### config.mk
export PLATFORM = sky130hd
export DESIGN_NAME = msv_div6
export DESIGN_NICKNAME = d
export VERILOG_FILES = /design/src/hw/rtl/msv_pkg.sv /design/src/hw/rtl/msv_div6.sv
export SDC_FILE = /design/constraint.sdc
export NUM_CORES = 1
export LEC_CHECK = 0
export BUFFER_PORTS_ARGS = -buffer_cell sky130_fd_sc_hd__clkbuf_2
export CAP_MARGIN = 15
export CELL_PAD_IN_SITES_DETAIL_PLACEMENT = 0
export CELL_PAD_IN_SITES_GLOBAL_PLACEMENT = 1
export CORE_UTILIZATION = 48
export DETAILED_ROUTE_END_ITERATION = 16
export HOLD_SLACK_MARGIN = 0.1
export PLACE_DENSITY_LB_ADDON = 0.1
export SLEW_MARGIN = 20
export SYNTH_ARGS = -nofsm -noshare
export SYNTH_HDL_FRONTEND = slang
export SYNTH_SLANG_ARGS = --single-unit
### constraint.sdc
create_clock -name clk -period 8.1 [get_ports clk]
set_clock_uncertainty 0.2 [all_clocks]
set_input_delay 1.62 -clock clk [delete_from_list [all_inputs] [get_ports clk]]
set_output_delay 1.62 -clock clk [all_outputs]
set_load 0.02 [all_outputs]
### src/hw/rtl/msv_pkg.sv
// Shared types, widths and codes for the mesh signed volume engine.
package msv_pkg;

  localparam int CORNER_W         = 10;
  localparam int COORD_W          = 16;
  localparam int STORE_LIMIT      = 2 ** CORNER_W;
  localparam int MAX_VERTICES_DEF = 1024;

  localparam int CROSS_W = 2 * COORD_W + 1;        // difference of two products
  localparam int PROD_W  = COORD_W + CROSS_W;      // shared multiplier result
  localparam int DET_W   = PROD_W + 1;             // sum of three dot terms
  localparam int SUM_W   = 61;
  localparam int OUT_W   = 58;

  localparam logic CMD_VERTEX   = 1'b0;
  localparam logic CMD_TRIANGLE = 1'b1;

  localparam logic [2:0] DIVISOR = 3'd6;

  typedef struct packed {
    logic signed [COORD_W-1:0] x;
    logic signed [COORD_W-1:0] y;
    logic signed [COORD_W-1:0] z;
  } vertex_t;

endpackage

### src/hw/rtl/msv_div6.sv
// Divide by six in 16-bit digits: one reciprocal multiply per digit, four digit steps.
module msv_div6 (
  input  logic                       clk,
  input  logic                       rst_n,
  input  logic                       start,
  input  logic [msv_pkg::SUM_W-1:0]  dividend,
  output logic                       done,
  output logic [msv_pkg::SUM_W-1:0]  quotient
);
  import msv_pkg::*;

  localparam int DIG_W   = 16;
  localparam int N_DIG   = (SUM_W + DIG_W - 1) / DIG_W;
  localparam int SRC_W   = N_DIG * DIG_W;
  localparam int VAL_W   = DIG_W + 3;            // remainder below six, then one digit
  localparam int SHIFT   = VAL_W + 3;
  localparam int PROD_W2 = SHIFT + DIG_W;        // digit value times reciprocal stays below 2^38
  localparam int RECIP_W = 20;
  localparam logic [RECIP_W-1:0] RECIP = 20'd699051;   // ceil(2^22 / 6)
  localparam int CNT_W   = 3;

  logic [SRC_W-1:0]   src_r, src_nxt;
  logic [SUM_W-1:0]   quo_r, quo_nxt;
  logic [2:0]         rem_r, rem_nxt;
  logic [CNT_W-1:0]   cnt_r, cnt_nxt;
  logic               run_r, run_nxt;
  logic               done_r, done_nxt;
  logic [VAL_W-1:0]   val;
  logic [PROD_W2-1:0] prod;
  logic [DIG_W-1:0]   qdig;
  logic [VAL_W-1:0]   back;

  always_comb begin
    val      = {rem_r, src_r[SRC_W-1 -: DIG_W]};
    prod     = PROD_W2'(val) * PROD_W2'(RECIP);
    qdig     = prod[SHIFT +: DIG_W];
    back     = val - VAL_W'(qdig) * VAL_W'(DIVISOR);
    src_nxt  = src_r;
    quo_nxt  = quo_r;
    rem_nxt  = rem_r;
    cnt_nxt  = cnt_r;
    run_nxt  = run_r;
    done_nxt = 1'b0;
    if (start) begin
      src_nxt = SRC_W'(dividend);
      rem_nxt = '0;
      cnt_nxt = CNT_W'(N_DIG);
      run_nxt = 1'b1;
    end else if (run_r) begin
      src_nxt = {src_r[SRC_W-DIG_W-1:0], {DIG_W{1'b0}}};
      quo_nxt = {quo_r[SUM_W-DIG_W-1:0], qdig};
      rem_nxt = back[2:0];
      cnt_nxt = cnt_r - 1'b1;
      if (cnt_r == CNT_W'(1)) begin
        run_nxt  = 1'b0;
        done_nxt = 1'b1;
      end
    end
  end

  always_ff @(posedge clk) begin
    if (!rst_n) begin
      run_r  <= 1'b0;
      done_r <= 1'b0;
      cnt_r  <= '0;
    end else begin
      run_r  <= run_nxt;
      done_r <= done_nxt;
      cnt_r  <= cnt_nxt;
    end
  end

  always_ff @(posedge clk) begin
    src_r <= src_nxt;
    quo_r <= quo_nxt;
    rem_r <= rem_nxt;
  end

  assign done     = done_r;
  assign quotient = quo_r;

endmodule

==> impl_metrics.toml <==
[status]
status = "finished, final reports clean"

[clocking]
cts_inserted_buffers = 17
cts_tree = "yes"
cts.path.max_buffers = 2
clock-root-buffer = "clkbuf_16"
clock_latency_ns = 0.42
postCtsSetupBuffers = 0
holdBufCountCts = 0
clkTransAtPathRegs_ns = 0.06
cts.repair.resized = 0
cts.sink_count = 133
htree_levels = 4

[setup_path]
path_delay_family = "adder cells"
reg2reg_slack_ns = 1.57
crit_type = "reg -> reg"
critical_path_buf_inv_count = 4
crit_chain = "ha_1, inv_1, fa_1, fa_1, inv_1, fa_1, fa_1, inv_1, fa_1, inv_1, ha_1, a21oi_1, o21ai_0, a31oi_1, o21ai_0, xor2_1, ha_1, xor2_1, xnor2_1, xnor2_1, a22o_1"
reg2reg_depth = 21
cp.arrival_ns = 6.64
reg2reg_from = "src_r[54]"
required_ns = 8.21
slowest_stage = "fa_1"
reg2reg_to = "rem_r[2]"
critical-path-max-stage-delay_ns = 0.74
worst-path-max-fanout = 4
cp-end-kind = "flip-flop"
critPathMostFrequentCell = "fa_1"
start_kind = "flip-flop"

[layout]
antennaDiodeCount = 0
nNetsFinal = 1222
final_cells = 1209
syn_to_final_growth_pct = 15.5
final_layout_size_suffix_gt1_share_pct = 22.9

[sta]
hold_slack_ns = 0.247
rsz0062_at_grt = "false"
period_minus_slack_ns = 6.53
tightest_slew_ns = 0.784
finalSetupTns_ns = 0
period_share_pct = 80.6
max_slew_margin_pct = 47.7
max_clock_freq_mhz = 153
setup_violations = 0
drv_slew = 0
hold_violations = 0

[grt]
grt_max_degree = 72
grtUsageMet3_pct = 4.95
grt_pass1_wl_mm = 31.1
grt_util_met2_pct = 32.2
busiest_layer = "met2"
grt_pass1_vias = 6457
met1_usage_pct = 23.5
overflow = 0
grt_usage_pct = 18.8
antenna_found_initial = 0

[detailed_routing]
routed_wl_mm = 18.4
drt_iter0_drc = 176
drc = 0
via_per_inst = 4.89
wire_per_inst_um = 15.2
vias = 5918
antenna_left = 0
dr.pass1.iters = 4

[yosys]
synthesis.nets = 1084
synthesis.area_sq_mm = 0.00992
ys.flop_type = "edfxtp_1"
synthArstFlopShare_pct = 0
synth-edff-count = 122
synthDistinctLibCells = 48
synth-seq-area-share_pct = 39.2
syn_inst = 788
ys_warn_count = 0
ys_ff_latch = 133
syn_area_per_cell_sq_um = 12.6

[die]
die_w_um = 146
placementRows = 52
num_io_pins = 126
core_area_sq_mm = 0.0202
dieHeight_um = 146
initial_core_util_pct = 49.0
die-area_sq_mm = 0.0212

[hold_path]
hold_class = "reg -> reg"
hold_end = "quotient[60]"
hold_depth = 0
hp-start = "quotient[44]"

[place]
routabilityCongestion = 0.890
io_buffers = 125
place_inst = 1177
dp_hpwl_mm = 15.2

[flow_run]
drv_cap = 0
==> worst reg2reg max path: stages (launching register included) <==
cell and delay, ns:
edfxtp_1 0.45, ha_1 0.33, inv_1 0.08, fa_1 0.59, fa_1 0.74, inv_1 0.11
fa_1 0.51, fa_1 0.55, inv_1 0.06, fa_1 0.53, inv_1 0.04, ha_1 0.33
a21oi_1 0.21, o21ai_0 0.12, a31oi_1 0.23, o21ai_0 0.22, xor2_1 0.31, ha_1 0.22
xor2_1 0.17, xnor2_1 0.15, xnor2_1 0.09, a22o_1 0.20
==> area by class of cell <==
type,instances,area [sq um]
Fill cell,1700,8780
Timing Repair Buffer,128,648
Multi-Input combinational cell,450,5270
Clock inverter,15,156
Tap cell,270,338
Clock buffer,17,425
Inverter,196,736
Sequential cell,133,3880
==> through the flow <==
step	utilization, %	area, sq um	worst slack, ns
global route	56.6	11500	1.16
detailed placement	53.8	10900	1.47
CTS	56.6	11500	1.49
global placement	53.8	10900	1.71
floorplan	-	9920	2.02
finish	56.6	11500	1.57
==> synthesized netlist by cell type, types with 2 or more instances <==
library cell	number	share of area, %
xor2_1	7	0.62
nand3_1	7	0.35
a21o_1	3	0.23
dfxtp_1	11	2.2
inv_1	196	7.4
a21oi_1	16	0.81
nor2_1	20	0.76
or2_2	3	0.19
nor3_1	3	0.15
a31oi_1	4	0.25
o211ai_1	2	0.15
o21a_1	2	0.15
edfxtp_1	122	37
and2_1	18	1.1
nand2b_1	6	0.38
mux2_2	45	5.1
ha_1	133	17
o21ai_0	14	0.71
clkbuf_1	8	0.30
fa_1	99	20
xnor2_1	18	1.6
o311ai_0	2	0.18
a211oi_1	3	0.23
nand4_1	3	0.19
nor2b_1	3	0.19
mux2i_1	5	0.50
nand2_1	14	0.53
==> flip-flops by register name, indices dropped and copies added (netlist names) <==
name	flops
cnt_r	3
src_r	64
rem_r	3
run_r	1
done	1
quotient	61
==> placed cells by master, fill, tap and decap left out, types with 2 or more instances in the layout <==
cell / synthesis / final
clkbuf_16: 0 / 17
dfxtp_1: 11 / 11
ha_1: 133 / 133
clkbuf_2: 0 / 125
nor2b_1: 3 / 2
a211oi_1: 3 / 3
o211ai_1: 2 / 2
o21ai_0: 14 / 14
nand3_1: 7 / 7
o311ai_0: 2 / 2
nand2_1: 14 / 14
inv_8: 0 / 3
nor2_1: 20 / 20
a21o_1: 3 / 3
inv_1: 196 / 195
a31oi_1: 4 / 4
nand2b_1: 6 / 6
nor3_1: 3 / 3
buf_4: 0 / 3
clkinvlp_4: 0 / 3
xnor2_1: 18 / 18
a21oi_1: 16 / 16
edfxtp_1: 122 / 122
mux2i_1: 5 / 5
and2_1: 18 / 18
nand4_1: 3 / 3
fa_1: 99 / 99
xor2_1: 7 / 7
or2_2: 3 / 3
o21a_1: 2 / 2
inv_6: 0 / 7
mux2_2: 45 / 45
==> how the worst max path moves through the flow <==
stage	from	endpoint	slack (ns)	cells past startpoint
after floorplan	src_r[54]	rem_r[2]	2.02	21
after global placement	src_r[54]	rem_r[2]	1.71	21
after detailed placement	src_r[54]	rem_r[2]	1.47	21
after CTS	src_r[54]	rem_r[2]	1.49	21
after global routing	src_r[54]	rem_r[2]	1.16	21
final	src_r[54]	rem_r[2]	1.57	21
==> kinds of logic after synthesis <==
group                    count (synthesis)  synth area share [%]
AO/OA/AOI/OAI                           58                  3.94
XOR/XNOR                                25                  2.21
adder cells (fa/ha/maj)                232                  36.8
buffers and inverters                  205                  7.76
flip-flops                             133                  39.2
multiplexers                            50                  5.61
AND/OR/NAND/NOR                         85                  4.55
==> routing by layer <==
layer  routed length [um]  vias up  share of wire (%)
met4                  257        0                1.4
met1                 7850     2879                 43
met5                    0        -                  0
li1                     -     2880                  -
met2                 9180      141                 50
met3                 1120       18                6.1
Power is not shown: default switching activity piles up to over one toggle a cycle in this logic, so the estimate is an artifact.
